### src/rtl/core/wsd_pkg.sv
// Shared types and constants for the WebSocket frame deframer.
`default_nettype none

package wsd_pkg;

  localparam logic [2:0] KIND_DATA    = 3'd0;
  localparam logic [2:0] KIND_EMPTY   = 3'd1;
  localparam logic [2:0] KIND_PROTO   = 3'd2;
  localparam logic [2:0] KIND_TIMEOUT = 3'd3;
  localparam logic [2:0] KIND_LINK    = 3'd4;

  localparam logic [1:0] CMD_MASK  = 2'd0;
  localparam logic [1:0] CMD_DATA  = 2'd1;
  localparam logic [1:0] CMD_EVENT = 2'd2;

  localparam logic [3:0]  OPC_CLOSE       = 4'd8;
  localparam logic [6:0]  LEN_EXT16       = 7'd126;
  localparam logic [6:0]  LEN_EXT64       = 7'd127;
  localparam logic [3:0]  EXT16_BYTES     = 4'd2;
  localparam logic [3:0]  EXT64_BYTES     = 4'd8;
  localparam logic [15:0] MAX_FRAME_BYTES = 16'd65535;
  localparam logic [15:0] IDLE_LIMIT_RST  = 16'd15;

  typedef struct packed {
    logic [1:0] cmd;
    logic [2:0] kind;
    logic [7:0] rx_val;
    logic [1:0] key_idx;
    logic       last;
    logic [3:0] opcode;
    logic       closing;
  } wsd_cmd_t;

endpackage

`default_nettype wire

### src/rtl/core/wsd_ifs.sv
// Channel interfaces of the WebSocket frame deframer.
`default_nettype none

interface wsd_in_if;
  logic       valid;
  logic       ready;
  logic [1:0] action;
  logic [7:0] rx_byte;
  modport source (output valid, action, rx_byte, input ready);
  modport sink   (input valid, action, rx_byte, output ready);
endinterface

interface wsd_out_if;
  logic       valid;
  logic       ready;
  logic [2:0] kind;
  logic [7:0] data_byte;
  logic       last_in_frame;
  logic [3:0] opcode;
  logic       closing;
  modport source (output valid, kind, data_byte, last_in_frame, opcode, closing, input ready);
  modport sink   (input valid, kind, data_byte, last_in_frame, opcode, closing, output ready);
endinterface

interface wsd_cfg_if;
  logic        valid;
  logic        ready;
  logic [15:0] data;
  modport source (output valid, data, input ready);
  modport sink   (input valid, data, output ready);
endinterface

`default_nettype wire

### src/rtl/core/wsd_front.sv
// Header parser: tracks frame phase and turns items that need a result or a key write into back-end commands.
`default_nettype none

module wsd_front (
  input  wire logic          clk,
  input  wire logic          rst_n,
  wsd_in_if.sink             in_if,
  wsd_cfg_if.sink            cfg_if,
  input  wire logic          q_ready,
  output logic               push,
  output wsd_pkg::wsd_cmd_t  cmd
);

  localparam logic [2:0] PH_STOPPED = 3'd0;
  localparam logic [2:0] PH_HDR1    = 3'd1;
  localparam logic [2:0] PH_HDR2    = 3'd2;
  localparam logic [2:0] PH_EXT     = 3'd3;
  localparam logic [2:0] PH_MASK    = 3'd4;
  localparam logic [2:0] PH_PAYLOAD = 3'd5;
  localparam logic [2:0] PH_CLOSED  = 3'd6;

  localparam logic [1:0] ACT_BYTE  = 2'd0;
  localparam logic [1:0] ACT_TICK  = 2'd1;
  localparam logic [1:0] ACT_LINK  = 2'd2;
  localparam logic [1:0] ACT_START = 2'd3;

  logic [2:0]  phase_r, phase_nxt;
  logic [3:0]  opc_r, opc_nxt;
  logic [3:0]  ext_left_r, ext_left_nxt;
  logic [15:0] len_acc_r, len_acc_nxt;
  logic        len_ovf_r, len_ovf_nxt;
  logic [1:0]  mask_idx_r, mask_idx_nxt;
  logic [15:0] pay_left_r, pay_left_nxt;
  logic [15:0] idle_r, idle_nxt;
  logic [15:0] idle_limit_r;

  logic        accept;
  logic        active;
  logic [15:0] idle_inc;
  logic [3:0]  ext_dec;
  logic        ovf_now;
  logic [15:0] pay_dec;
  logic        fin_close;

  assign in_if.ready  = q_ready;
  assign cfg_if.ready = 1'b1;
  assign accept       = in_if.valid & q_ready;
  assign active       = (phase_r >= PH_HDR1) && (phase_r <= PH_PAYLOAD);
  assign idle_inc     = (idle_r == 16'hffff) ? idle_r : idle_r + 16'd1;
  assign ext_dec      = (ext_left_r != 4'd0) ? ext_left_r - 4'd1 : ext_left_r;
  assign ovf_now      = len_ovf_r | (len_acc_r[15:8] != 8'd0);
  assign pay_dec      = (pay_left_r != 16'd0) ? pay_left_r - 16'd1 : pay_left_r;
  assign fin_close    = (opc_r == wsd_pkg::OPC_CLOSE);

  always_comb begin
    phase_nxt    = phase_r;
    opc_nxt      = opc_r;
    ext_left_nxt = ext_left_r;
    len_acc_nxt  = len_acc_r;
    len_ovf_nxt  = len_ovf_r;
    mask_idx_nxt = mask_idx_r;
    pay_left_nxt = pay_left_r;
    idle_nxt     = idle_r;
    push         = 1'b0;
    cmd          = '0;
    cmd.cmd      = wsd_pkg::CMD_EVENT;
    cmd.opcode   = opc_r;
    if (accept) begin
      if (in_if.action == ACT_START) begin
        phase_nxt    = PH_HDR1;
        opc_nxt      = 4'd0;
        ext_left_nxt = 4'd0;
        len_acc_nxt  = 16'd0;
        len_ovf_nxt  = 1'b0;
        mask_idx_nxt = 2'd0;
        pay_left_nxt = 16'd0;
        idle_nxt     = 16'd0;
      end else if (active) begin
        if (in_if.action == ACT_LINK) begin
          phase_nxt   = PH_CLOSED;
          push        = 1'b1;
          cmd.kind    = wsd_pkg::KIND_LINK;
          cmd.opcode  = 4'd0;
          cmd.closing = 1'b1;
        end else if (in_if.action == ACT_TICK) begin
          if (phase_r == PH_HDR1 || phase_r == PH_HDR2) begin
            idle_nxt = idle_inc;
            if (idle_inc >= idle_limit_r) begin
              phase_nxt   = PH_CLOSED;
              push        = 1'b1;
              cmd.kind    = wsd_pkg::KIND_TIMEOUT;
              cmd.opcode  = 4'd0;
              cmd.closing = 1'b1;
            end
          end
        end else if (in_if.action == ACT_BYTE) begin
          case (phase_r)
            PH_HDR1: begin
              opc_nxt   = in_if.rx_byte[3:0];
              phase_nxt = PH_HDR2;
            end
            PH_HDR2: begin
              idle_nxt = 16'd0;
              if (!in_if.rx_byte[7]) begin
                phase_nxt   = PH_CLOSED;
                push        = 1'b1;
                cmd.kind    = wsd_pkg::KIND_PROTO;
                cmd.closing = 1'b1;
              end else if (in_if.rx_byte[6:0] == wsd_pkg::LEN_EXT16 ||
                           in_if.rx_byte[6:0] == wsd_pkg::LEN_EXT64) begin
                ext_left_nxt = (in_if.rx_byte[6:0] == wsd_pkg::LEN_EXT16) ?
                               wsd_pkg::EXT16_BYTES : wsd_pkg::EXT64_BYTES;
                len_acc_nxt  = 16'd0;
                len_ovf_nxt  = 1'b0;
                phase_nxt    = PH_EXT;
              end else begin
                pay_left_nxt = {9'd0, in_if.rx_byte[6:0]};
                mask_idx_nxt = 2'd0;
                phase_nxt    = PH_MASK;
              end
            end
            PH_EXT: begin
              len_ovf_nxt  = ovf_now;
              len_acc_nxt  = {len_acc_r[7:0], in_if.rx_byte};
              ext_left_nxt = ext_dec;
              if (ext_dec == 4'd0) begin
                if (ovf_now || ({len_acc_r[7:0], in_if.rx_byte} > wsd_pkg::MAX_FRAME_BYTES))
                begin
                  phase_nxt   = PH_CLOSED;
                  push        = 1'b1;
                  cmd.kind    = wsd_pkg::KIND_PROTO;
                  cmd.closing = 1'b1;
                end else begin
                  pay_left_nxt = {len_acc_r[7:0], in_if.rx_byte};
                  mask_idx_nxt = 2'd0;
                  phase_nxt    = PH_MASK;
                end
              end
            end
            PH_MASK: begin
              mask_idx_nxt = mask_idx_r + 2'd1;
              push         = 1'b1;
              if (mask_idx_r == 2'd3 && pay_left_r == 16'd0) begin
                cmd.kind    = wsd_pkg::KIND_EMPTY;
                cmd.last    = 1'b1;
                cmd.closing = fin_close;
                phase_nxt   = fin_close ? PH_CLOSED : PH_HDR1;
                if (!fin_close) begin
                  idle_nxt = 16'd0;
                end
              end else begin
                cmd.cmd     = wsd_pkg::CMD_MASK;
                cmd.rx_val  = in_if.rx_byte;
                cmd.key_idx = mask_idx_r;
                if (mask_idx_r == 2'd3) begin
                  phase_nxt = PH_PAYLOAD;
                end
              end
            end
            PH_PAYLOAD: begin
              mask_idx_nxt = mask_idx_r + 2'd1;
              pay_left_nxt = pay_dec;
              push         = 1'b1;
              cmd.cmd      = wsd_pkg::CMD_DATA;
              cmd.kind     = wsd_pkg::KIND_DATA;
              cmd.rx_val   = in_if.rx_byte;
              cmd.key_idx  = mask_idx_r;
              if (pay_dec == 16'd0) begin
                cmd.last    = 1'b1;
                cmd.closing = fin_close;
                phase_nxt   = fin_close ? PH_CLOSED : PH_HDR1;
                if (!fin_close) begin
                  idle_nxt = 16'd0;
                end
              end
            end
            default: begin
              phase_nxt = phase_r;
            end
          endcase
        end
      end
    end
  end

  always_ff @(posedge clk) begin
    if (!rst_n) begin
      phase_r      <= PH_STOPPED;
      opc_r        <= 4'd0;
      ext_left_r   <= 4'd0;
      len_acc_r    <= 16'd0;
      len_ovf_r    <= 1'b0;
      mask_idx_r   <= 2'd0;
      pay_left_r   <= 16'd0;
      idle_r       <= 16'd0;
      idle_limit_r <= wsd_pkg::IDLE_LIMIT_RST;
    end else begin
      phase_r    <= phase_nxt;
      opc_r      <= opc_nxt;
      ext_left_r <= ext_left_nxt;
      len_acc_r  <= len_acc_nxt;
      len_ovf_r  <= len_ovf_nxt;
      mask_idx_r <= mask_idx_nxt;
      pay_left_r <= pay_left_nxt;
      idle_r     <= idle_nxt;
      if (cfg_if.valid) begin
        idle_limit_r <= cfg_if.data;
      end
    end
  end

  a_close_phase: assert property (@(posedge clk) disable iff (!rst_n)
    (push && cmd.closing) |=> (phase_r == PH_CLOSED))
    else $error("closing command without closed phase");

  a_push_accepted: assert property (@(posedge clk) disable iff (!rst_n)
    push |-> accept)
    else $error("command pushed without accepted item");

endmodule

`default_nettype wire

### src/rtl/core/wsd_queue.sv
// Small command FIFO between the header parser and the output stage.
`default_nettype none

module wsd_queue #(
  parameter int DEPTH = 4
) (
  input  wire logic               clk,
  input  wire logic               rst_n,
  input  wire logic               push,
  input  wire wsd_pkg::wsd_cmd_t  din,
  output logic                    has_room,
  input  wire logic               pop,
  output wsd_pkg::wsd_cmd_t       dout,
  output logic                    not_empty
);

  localparam int PW = (DEPTH > 1) ? $clog2(DEPTH) : 1;
  localparam int CW = $clog2(DEPTH + 1);
  localparam logic [PW-1:0] LAST_PTR = PW'(DEPTH - 1);
  localparam logic [CW-1:0] FULL_CNT = CW'(DEPTH);

  wsd_pkg::wsd_cmd_t mem [DEPTH];
  logic [PW-1:0] wr_ptr_r, rd_ptr_r;
  logic [CW-1:0] count_r;
  logic          do_push, do_pop;

  assign has_room  = (count_r != FULL_CNT);
  assign not_empty = (count_r != '0);
  assign do_push   = push & has_room;
  assign do_pop    = pop & not_empty;
  assign dout      = mem[rd_ptr_r];

  always_ff @(posedge clk) begin
    if (do_push) begin
      mem[wr_ptr_r] <= din;
    end
  end

  always_ff @(posedge clk) begin
    if (!rst_n) begin
      wr_ptr_r <= '0;
      rd_ptr_r <= '0;
      count_r  <= '0;
    end else begin
      if (do_push) begin
        wr_ptr_r <= (wr_ptr_r == LAST_PTR) ? '0 : wr_ptr_r + PW'(1);
      end
      if (do_pop) begin
        rd_ptr_r <= (rd_ptr_r == LAST_PTR) ? '0 : rd_ptr_r + PW'(1);
      end
      if (do_push && !do_pop) begin
        count_r <= count_r + CW'(1);
      end else if (do_pop && !do_push) begin
        count_r <= count_r - CW'(1);
      end
    end
  end

  a_count_bound: assert property (@(posedge clk) disable iff (!rst_n)
    count_r <= FULL_CNT)
    else $error("queue count past depth");

endmodule

`default_nettype wire

### src/rtl/core/wsd_back.sv
// Output stage: holds the mask key, unmasks payload and registers results.
`default_nettype none

module wsd_back (
  input  wire logic               clk,
  input  wire logic               rst_n,
  input  wire logic               q_valid,
  input  wire wsd_pkg::wsd_cmd_t  q_cmd,
  output logic                    pop,
  wsd_out_if.source               out_if
);

  logic [7:0] key_r [4];
  logic       out_valid_r;
  logic [2:0] out_kind_r;
  logic [7:0] out_data_r;
  logic       out_last_r;
  logic [3:0] out_opc_r;
  logic       out_close_r;
  logic       out_free;
  logic       is_mask;
  logic       load;

  assign out_free = !out_valid_r || out_if.ready;
  assign is_mask  = (q_cmd.cmd == wsd_pkg::CMD_MASK);
  assign pop      = q_valid && (is_mask || out_free);
  assign load     = q_valid && !is_mask && out_free;

  assign out_if.valid         = out_valid_r;
  assign out_if.kind          = out_kind_r;
  assign out_if.data_byte     = out_data_r;
  assign out_if.last_in_frame = out_last_r;
  assign out_if.opcode        = out_opc_r;
  assign out_if.closing       = out_close_r;

  always_ff @(posedge clk) begin
    if (q_valid && is_mask) begin
      key_r[q_cmd.key_idx] <= q_cmd.rx_val;
    end
    if (load) begin
      out_kind_r  <= q_cmd.kind;
      out_data_r  <= (q_cmd.cmd == wsd_pkg::CMD_DATA) ?
                     (q_cmd.rx_val ^ key_r[q_cmd.key_idx]) : 8'd0;
      out_last_r  <= q_cmd.last;
      out_opc_r   <= q_cmd.opcode;
      out_close_r <= q_cmd.closing;
    end
  end

  always_ff @(posedge clk) begin
    if (!rst_n) begin
      out_valid_r <= 1'b0;
    end else if (out_free) begin
      out_valid_r <= load;
    end
  end

  a_load_shows: assert property (@(posedge clk) disable iff (!rst_n)
    load |=> out_valid_r)
    else $error("result popped but not presented");

  a_mask_no_out: assert property (@(posedge clk) disable iff (!rst_n)
    (q_valid && is_mask && out_valid_r && !out_if.ready) |=> out_valid_r)
    else $error("key write disturbed the held result");

endmodule

`default_nettype wire

### src/rtl/core/websocket_frame_deframer.sv
// WebSocket client frame receiver with unmasking, top level.
// Channels: in_if carries one event per item (action: received byte, tick,
// link error or start) with rx_byte; out_if carries at most one result per
// input item (kind, data_byte, last_in_frame, opcode, closing); cfg_if writes
// the 16-bit header idle limit and is always ready.
// Throughput: one input item per cycle while the FIFO has room. The header parser updates its phase in
// the accept cycle and pushes a command into a QUEUE_DEPTH-entry FIFO; the
// output stage writes mask key bytes or registers a result from it.
// A result passes through the FIFO and then the output register before it appears on out_if.
// When out_if stalls, the output register holds its result, the FIFO fills and
// in_if.ready drops once the FIFO is full; mask bytes keep draining meanwhile.
// Reset: the link is stopped until a start item arrives; the idle limit
// returns to 15 and all queued commands and results are dropped.
`default_nettype none

module websocket_frame_deframer #(
  parameter int QUEUE_DEPTH = 4
) (
  input  wire logic  clk,
  input  wire logic  rst_n,
  wsd_in_if.sink     in_if,
  wsd_out_if.source  out_if,
  wsd_cfg_if.sink    cfg_if
);

  logic              push, q_room, q_valid, pop;
  wsd_pkg::wsd_cmd_t f_cmd, q_cmd;

  wsd_front u_front (
    .clk     (clk),
    .rst_n   (rst_n),
    .in_if   (in_if),
    .cfg_if  (cfg_if),
    .q_ready (q_room),
    .push    (push),
    .cmd     (f_cmd)
  );

  wsd_queue #(.DEPTH(QUEUE_DEPTH)) u_queue (
    .clk       (clk),
    .rst_n     (rst_n),
    .push      (push),
    .din       (f_cmd),
    .has_room  (q_room),
    .pop       (pop),
    .dout      (q_cmd),
    .not_empty (q_valid)
  );

  wsd_back u_back (
    .clk     (clk),
    .rst_n   (rst_n),
    .q_valid (q_valid),
    .q_cmd   (q_cmd),
    .pop     (pop),
    .out_if  (out_if)
  );

endmodule

`default_nettype wire

### src/flat_wrapper.sv
// flat-port wrapper written by rule: the top's interface ports become plain ports
module websocket_frame_deframer_flat 
#(
  parameter int QUEUE_DEPTH = 4
)
  (clk, rst_n, in_if_valid, in_if_action, in_if_rx_byte, in_if_ready, out_if_valid, out_if_kind, out_if_data_byte, out_if_last_in_frame, out_if_opcode, out_if_closing, out_if_ready, cfg_if_valid, cfg_if_data, cfg_if_ready);
  wsd_in_if in_if_i ();
  wsd_out_if out_if_i ();
  wsd_cfg_if cfg_if_i ();
  input  wire logic clk;
  input  wire logic rst_n;
  input wire logic [$bits(in_if_i.valid)-1:0] in_if_valid;
  input wire logic [$bits(in_if_i.action)-1:0] in_if_action;
  input wire logic [$bits(in_if_i.rx_byte)-1:0] in_if_rx_byte;
  output wire logic [$bits(in_if_i.ready)-1:0] in_if_ready;
  output wire logic [$bits(out_if_i.valid)-1:0] out_if_valid;
  output wire logic [$bits(out_if_i.kind)-1:0] out_if_kind;
  output wire logic [$bits(out_if_i.data_byte)-1:0] out_if_data_byte;
  output wire logic [$bits(out_if_i.last_in_frame)-1:0] out_if_last_in_frame;
  output wire logic [$bits(out_if_i.opcode)-1:0] out_if_opcode;
  output wire logic [$bits(out_if_i.closing)-1:0] out_if_closing;
  input wire logic [$bits(out_if_i.ready)-1:0] out_if_ready;
  input wire logic [$bits(cfg_if_i.valid)-1:0] cfg_if_valid;
  input wire logic [$bits(cfg_if_i.data)-1:0] cfg_if_data;
  output wire logic [$bits(cfg_if_i.ready)-1:0] cfg_if_ready;
  assign in_if_i.valid = in_if_valid;
  assign in_if_i.action = in_if_action;
  assign in_if_i.rx_byte = in_if_rx_byte;
  assign in_if_ready = in_if_i.ready;
  assign out_if_valid = out_if_i.valid;
  assign out_if_kind = out_if_i.kind;
  assign out_if_data_byte = out_if_i.data_byte;
  assign out_if_last_in_frame = out_if_i.last_in_frame;
  assign out_if_opcode = out_if_i.opcode;
  assign out_if_closing = out_if_i.closing;
  assign out_if_i.ready = out_if_ready;
  assign cfg_if_i.valid = cfg_if_valid;
  assign cfg_if_i.data = cfg_if_data;
  assign cfg_if_ready = cfg_if_i.ready;
  websocket_frame_deframer #(.QUEUE_DEPTH(QUEUE_DEPTH)) u_core (.clk(clk), .rst_n(rst_n), .in_if(in_if_i), .out_if(out_if_i), .cfg_if(cfg_if_i));
endmodule
### config.mk
export PLATFORM = sky130hd
export DESIGN_NAME = websocket_frame_deframer_flat
export DESIGN_NICKNAME = d
export VERILOG_FILES = /design/src/rtl/core/wsd_pkg.sv /design/src/rtl/core/wsd_ifs.sv /design/src/rtl/core/wsd_front.sv /design/src/rtl/core/wsd_queue.sv /design/src/rtl/core/wsd_back.sv /design/src/rtl/core/websocket_frame_deframer.sv /design/src/flat_wrapper.sv
export SDC_FILE = /design/constraint.sdc
export NUM_CORES = 1
export LEC_CHECK = 0
export ABC_AREA = 1
export BUFFER_PORTS_ARGS = -buffer_cell sky130_fd_sc_hd__buf_4
export CELL_PAD_IN_SITES_DETAIL_PLACEMENT = 0
export CELL_PAD_IN_SITES_GLOBAL_PLACEMENT = 1
export CORE_AREA = 2 2 168 170
export CTS_BUF_LIST = sky130_fd_sc_hd__clkbuf_16
export DETAILED_ROUTE_END_ITERATION = 8
export DIE_AREA = 0 0 170 172
export GPL_TIMING_DRIVEN = 0
export PLACE_DENSITY = 0.75
export SYNTH_ARGS = -nofsm -noshare
export SYNTH_HDL_FRONTEND = slang
export SYNTH_SLANG_ARGS = --single-unit
### constraint.sdc
create_clock -name clk -period 11.78 [get_ports clk]
set_input_delay 2.356 -clock clk [delete_from_list [all_inputs] [get_ports clk]]
set_output_delay 2.356 -clock clk [all_outputs]
set_load 0.01 [all_outputs]
==> impl_results.md, run 1 <==
- Status: finished, final reports clean
- Initial antenna violation count: 0
- Arr. time, crit path: 4.78 ns
- Min-delay src: u_core.u_front.len_ovf_r
- Total wire length: 27.59 mm
- Synth Register Bits: between 200 and 250
- Tmin final: about 4.5 ns
- Reg2reg start: u_core.u_front.idle_r[0]
- Vias in the first global route: 8378
- Wl on met1: 12.78 mm
- CTS resizes: 0
- Worst hold-check path type: flip-flop to flip-flop
- Unique masters post-synth: 52
- Final Slew Violations: 0
- Compound-Gate Fraction of Synth Area: 0.1287
- Synth top cells by count: nand2_1, nor2_1, edfxtp_1, inv_1, a21oi_1
- Mapped Area: between 10000 and 15000 um^2
- Setup Skew: 0.01503 ns
- Met3 wire len: 871 um
- Synth area leader: edfxtp_1
- Post-synthesis sequential area ratio: 0.5291
- Final setup vio count: 0
- Primary FF master, synth: edfxtp_1
- Mux cell area share after synthesis: 0
- GRT Overall Usage: 0.1899
- Die X-Extent: 170 um
- Reg2Reg Capture Point: u_core.u_queue.mem[0][10]
- Crit path kind: input port to flip-flop
- Power Dens Cells: 188.2 nW/um^2
- Fin. Hold Viols: 0
- Yosys top cell area share: 0.3671
- Maximum VDD drop: 0.0001258 V
- WP data required: 12.01 ns
- Antenna Violating Nets Remaining: 0
- First-pass GRT wire length: 43.95 mm
- Layout cells sized above 1: 0.1028
- Simple-gate area share of the yosys netlist: 0.2268
- Reg clk slew, reported paths: 0.06 ns
- Post-synth EDFFs: around 130
- Max Buffers Root-to-Sink: 3
- Crit-path max FO: 12
- Pwr Total: 2365 uW
- Area grow syn2layout: 15.52%
- CTS Sinks: between 200 and 250
- Core area: 27480 um^2
- Die area: 29240 um^2
- Slew headroom: 0.1357
- Total grt overflow: 0
- Metal2 WL: 13.35 mm
- CTS tree: yes
- DP HPWL: 20.28 mm
- Max frequency: 220.1 MHz
- Worst Setup End Kind: flip-flop
- Worst-Skew Late Latency: 0.54 ns
- Top cells by area, synth: edfxtp_1, dfxtp_1, nand2_1, nor2_1, a21oi_1
- Post-synthesis cell count: around 1300
- CTS Hold Bufs: 0
- Syn Nets: 1336
- Avg Synthesized Cell Area: around 8.5 um^2
- I/O Buffers: 48
- Row count: 61
- Post-synthesis adder-cell area fraction: 0.03750
- # Post-CTS Setup Buffers: 0
- DRC: 0
- CTS Buf Count: 25
- Xor-xnor portion of the synthesized cell area: 0.01369
- Via count: about 8700
- Drt wl/cell: ~16 um
- Fin Setup TNS: 0 ns
- I/O pin cnt: 51
- Setup slack, reg-to-reg: 7.44 ns
- Vias per inst: 5.079
- Reg2Reg Depth: 23
- Max capacitance violation total: 0
- Count leader, synth: nand2_1
- Starting Density: 0.3959
- H-Tree Level Count: 1
- Area after DPL: 11810 um^2
- Worst-margin pin slew: 1.287 ns
- Fin area: between 10000 and 15000 um^2
- Largest net degree at the start of global routing: 18
- DRT iter0 DRCs: 472
- GP Congestion: 0.8933
- Period utilisation layout: 0.3856
- Root Buffer: clkbuf_16
- Antenna diode count: 0
- DR pass1 iterations: 5
- Lkg Pwr: 0.005102 uW
- Ys async rst share: 0
- Synth Warn #: 0
- DR top layer: met4
- Nets@finish: 1416
- Largest family of logic cells by synthesized area: simple AND/OR/NAND/NOR gates
- Die height: 172 um
- Startpoint Class: input port
- Hold Path End: u_core.u_front.len_ovf_r
- RSZ-0062 raised after global routing: false
- Worst Hold Depth: 2
worst max-delay path, cell delays in order:
cell	delay [ns]
buf_4	0.14
ha_1	0.23
buf_2	0.21
nor3_1	0.29
inv_1	0.12
nor4_1	0.27
nand2_1	0.12
nand2_1	0.16
inv_1	0.14
nor2_2	0.49
buf_8	0.24
per-layer routing:
metal / GRT usage / vias up
met5: 0 / -
li1: - / 4476
met1: 0.2476 / 4053
met3: 0.02403 / 42
met2: 0.3342 / 154
met4: 0.05091 / 0
where the power goes:
| group | switching, uW | internal, uW | leakage (uW) | total [uW] |
|---|---|---|---|---|
| Combinational | 450 | 227 | 0.00272 | 677 |
| Clock | 316 | 409 | 0.000396 | 725 |
| Sequential | 33.5 | 930 | 0.00198 | 963 |
worst max-delay path by stage:
stage	depth (start not counted)	from	end	slack, ns
final	11	in_if_action[0]	u_core.u_queue.mem[0][10]	7.24
after global routing	11	in_if_action[0]	u_core.u_queue.mem[0][10]	6.96
after CTS	11	in_if_action[0]	u_core.u_queue.mem[0][10]	7.22
after detailed placement	11	in_if_action[0]	u_core.u_queue.mem[0][9]	6.67
after global placement	10	in_if_action[0]	u_core.u_queue.mem[0][9]	5.78
after floorplan	9	in_if_action[0]	u_core.u_queue.mem[0][0]	6.86
cells by family (layout without fill, tap and decap cells):
| group | count (synthesis) | after routing |
|---|---|---|
| AND/OR/NAND/NOR | 582 | 582 |
| buffers and inverters | 171 | 270 |
| flip-flops | 221 | 221 |
| other | 1 | 1 |
| AO/OA/AOI/OAI | 249 | 249 |
| adder cells (fa/ha/maj) | 32 | 32 |
| XOR/XNOR | 17 | 17 |
stage by stage:
| step | setup slack (ns) | hold slack (ns) | utilization | std cells |
|---|---|---|---|---|
| after floorplan | 6.861 | 0.4354 | - | 1273 |
| after global placement | 5.775 | 0.4485 | 0.4248 | 1667 |
| after detailed placement | 6.675 | 0.4559 | 0.4297 | 1672 |
| after CTS | 7.224 | 0.4646 | 0.4573 | 1718 |
| after global routing | 6.959 | 0.4917 | 0.4573 | 1718 |
| final | 7.237 | 0.4612 | 0.4573 | 1718 |
state kept, by name (all words and copies together), names as in the netlist, 8 cells and up, named ones only:
name	count
u_core.u_back.out_if.data_byte	8
u_core.u_front.pay_left_r	16
u_core.u_front.idle_limit_r	16
u_core.u_queue.mem	84
u_core.u_front.len_acc_r	16
u_core.u_back.key_r	32
u_core.u_front.idle_r	16
layout by cell type, fill, tap and decap left out, types with 5 or more instances in the layout:
master       n
nand3_1     79
clkinv_1     8
nor3_1      17
xor2_1      13
nand4_1     10
buf_2        9
a211oi_1     7
dfxtp_1     88
nor2_1     165
a32oi_1      5
a221oi_1     9
o21ai_0     85
clkbuf_16   25
buf_4       51
nand2_2      9
o22ai_1     14
nor2_2       8
clkbuf_1    27
inv_2        9
edfxtp_1   133
inv_1      121
ha_1        31
a21oi_1    108
nand2_1    275
cell type report:
type	instances	area [um^2]
buffer	47	229.0
clock buffer	25	625.6
clock inverter	21	133.9
fill	2738	14910
inverter	124	465.4
multi-input combinational	881	4451
sequential	221	5756
tap	346	432.9
timing repair buffer	53	473.0
Power figures use the tool's default switching activity.
==> run 2, diff against run 1 <==
PLACE_DENSITY = 0.78   (was 0.75)
clock period = 4.1 ns   (was 11.78 ns; I/O delays follow)
==> run 2 against run 1 <==
Against the previous run: clock-buffer cell count did not move; hold slack improved by 0.00086 ns; flip-flop and latch count did not move; register-to-register slack got worse by 7.2 ns; combinational power rose to 2.9 times the previous value; utilization rose by 0.62 points; first-iteration DRC count rose by 31%; critical path depth rose by 10; die area did not move; critical endpoint is now u_core.u_queue.mem[0][8]; highest routed layer unchanged.
==> impl_results.md, run 2 (same netlist as run 1, synthesis figures left out) <==
- Die height: 172 um (unchanged)
- Commonest cells after routing, fill and taps aside: nand2_1, nor2_1, edfxtp_1, inv_1, a21oi_1
- Largest net degree at the start of global routing: 19 (+1)
- Worst Setup End Kind: flip-flop
- Worst hold-check path type: flip-flop to flip-flop
- Power Dens Cells: 539.7 nW/um^2 (+190%)
- Total grt overflow: 0 (unchanged)
- H-Tree Level Count: 1 (unchanged)
- Tmin final: 3.814 ns
- Root Buffer: clkbuf_16
- Arr. time, crit path: 4.04 ns (-0.74 ns)
- Drt wl/cell: 15.79 um (-1.7%)
- Crit path kind: flip-flop to flip-flop
- Maximum VDD drop: 0.0002872 V (+130%)
- Reg clk slew, reported paths: 0.06 ns (about the same)
- Row count: 61 (unchanged)
- Core Util, Final: 0.4636 (+0.006238)
- Die X-Extent: 170 um (unchanged)
- GP Congestion: 0.8741 (-2.1%)
- Max reg flops: 84 (unchanged)
- Die area: 29240 um^2 (unchanged)
- Worst-Skew Late Latency: 0.53 ns (about the same)
- Max frequency: between 200 and 300 MHz
- Layout cells sized above 1: 0.1277 (+0.02495)
- Lkg Pwr: 0.005142 uW (+0.78%)
- Fillers: 2719 (-0.69%)
- Largest registers: u_core.u_queue.mem: 84 flops, u_core.u_back.key_r: 32 flops
- Slew headroom: 0.1565 (+0.02085)
- Total wire length: 27.22 mm (-1.4%)
- DR pass1 iterations: 5 (unchanged)
- Setup WS post-layout: 0.2863 ns (-6.951 ns)
- Final Slew Violations: 0 (unchanged)
- Initial antenna violation count: 0 (unchanged)
- First-pass GRT wire length: 43.78 mm (-0.38%)
- Max Buffers Root-to-Sink: 3 (unchanged)
- Status: finished, final reports clean
- CTS Buf Count: 25 (unchanged)
- CTS tree: yes
- Worst-margin pin slew: 1.256 ns (-0.03103 ns)
- Largest register by flop count: u_core.u_queue.mem
- Via count: 8781 (+0.64%)
- Max capacitance violation total: 0 (unchanged)
- DP Worst Slack: -0.1046 ns (-6.779 ns)
- Fin. Hold Viols: 0 (unchanged)
- Vias per inst: 5.093 (+0.29%)
- DRT iter0 DRCs: 618 (+31%)
- Period utilisation layout: 0.9302
- I/O pin cnt: 51 (unchanged)
- WP data required: 4.33 ns (-7.68 ns)
- Core area: 27480 um^2 (unchanged)
- CTS Hold Bufs: 0 (unchanged)
- Final setup vio count: 0 (unchanged)
- CTS Sinks: 221 (unchanged)
- I/O Buffers: 48 (unchanged)
- DRC: 0 (unchanged)
- Setup Skew: 0.01174 ns (-0.003290 ns)
- Starting Density: 0.3959 (unchanged)
- Area of the multi-input gates: 4558 um^2 (+2.4%)
- Most common library cell in the layout ignoring fill and taps: nand2_1
- Antenna diode count: 0 (unchanged)
- Antenna Violating Nets Remaining: 0 (unchanged)
- Nets@finish: 1422 (+0.42%)
- GRT Overall Usage: 0.1883 (-0.001613)
- Startpoint Class: flip-flop
- Area grow syn2layout: 17.09%
- Vias in the first global route: 8349 (-0.35%)
- DP HPWL: 19.80 mm (-2.3%)
- Crit-path max FO: 16 (+4)
- FF/Latch Area: 5766 um^2 (+0.17%)
run 2: worst paths after layout:
kind                                                 startpoint                              end  slack, ns  cells past startpoint
worst max-delay path                   u_core.u_front.idle_r[0]         u_core.u_queue.mem[0][8]       0.29                     21
worst min register to register  u_core.u_front.idle_limit_r[13]  u_core.u_front.idle_limit_r[13]       0.46                      2
worst min-delay path            u_core.u_front.idle_limit_r[13]  u_core.u_front.idle_limit_r[13]       0.46                      2
worst max register to register         u_core.u_front.idle_r[0]         u_core.u_queue.mem[0][8]       0.29                     21
run 2: per-stage QoR:
step | TNS, ns | total power [uW] | hold slack (ns) | instance area (um^2) | cells
2_1_floorplan | 0 | 4077 | 0.4354 | 10880 | 1273
3_3_place_gp | -85.32 | 4694 | 0.4476 | 11670 | 1667
3_5_place_dp | -3.124 | 4737 | 0.4572 | 11780 | 1671
4_1_cts | -2.147 | 6906 | 0.4667 | 12580 | 1717
5_1_grt | -0.5290 | 7307 | 0.4765 | 12740 | 1724
6_report | 0 | 6874 | 0.4621 | 12740 | 1724
run 2: cell type report:
class | count | share of cell area
buffer | 47 | 0.01798
clock buffer | 25 | 0.04912
clock inverter | 21 | 0.01297
inverter | 124 | 0.03654
multi-input combinational | 881 | 0.3579
sequential | 221 | 0.4527
tap | 346 | 0.03399
timing repair buffer | 59 | 0.03890
run 2: critical path: stages (launching register included):
cell,delay [ns]
dfxtp_4,0.37
ha_4,0.14
nand3_1,0.08
inv_2,0.09
nand4_1,0.17
nor2_2,0.24
nand2_1,0.10
o22a_1,0.21
ha_1,0.29
nand2_1,0.06
inv_1,0.06
nand3_2,0.11
nor3_4,0.23
nand2_1,0.12
nand3_4,0.13
nand3_4,0.08
nand2_2,0.08
nand2_2,0.07
nand2_2,0.10
inv_1,0.15
nor2_2,0.38
buf_8,0.24
run 2: timing repair:
| item | 4_1_cts | 5_1_grt |
|---|---|---|
| gates resized for setup | 3 | 31 |
| buffers inserted | 0 | 6 |
| endpoints found under the setup margin | 56 | 86 |
| endpoints found under the hold margin | 0 | 0 |
| pin swaps | 0 | 11 |
| gates cloned | 0 | 0 |
run 2: routing by layer:
metal,up-vias,share of wire,global-route usage
li1,4470,-,-
met5,-,0,0
met3,42,0.040,0.02380
met1,4082,0.45,0.2463
met2,187,0.49,0.3311
met4,0,0.025,0.04905
run 2: power breakdown:
group | internal, uW | total [uW] | switching [uW]
clock | 1240 | 2160 | 916
combinational | 652 | 1950 | 1290
sequential | 2670 | 2770 | 97.2
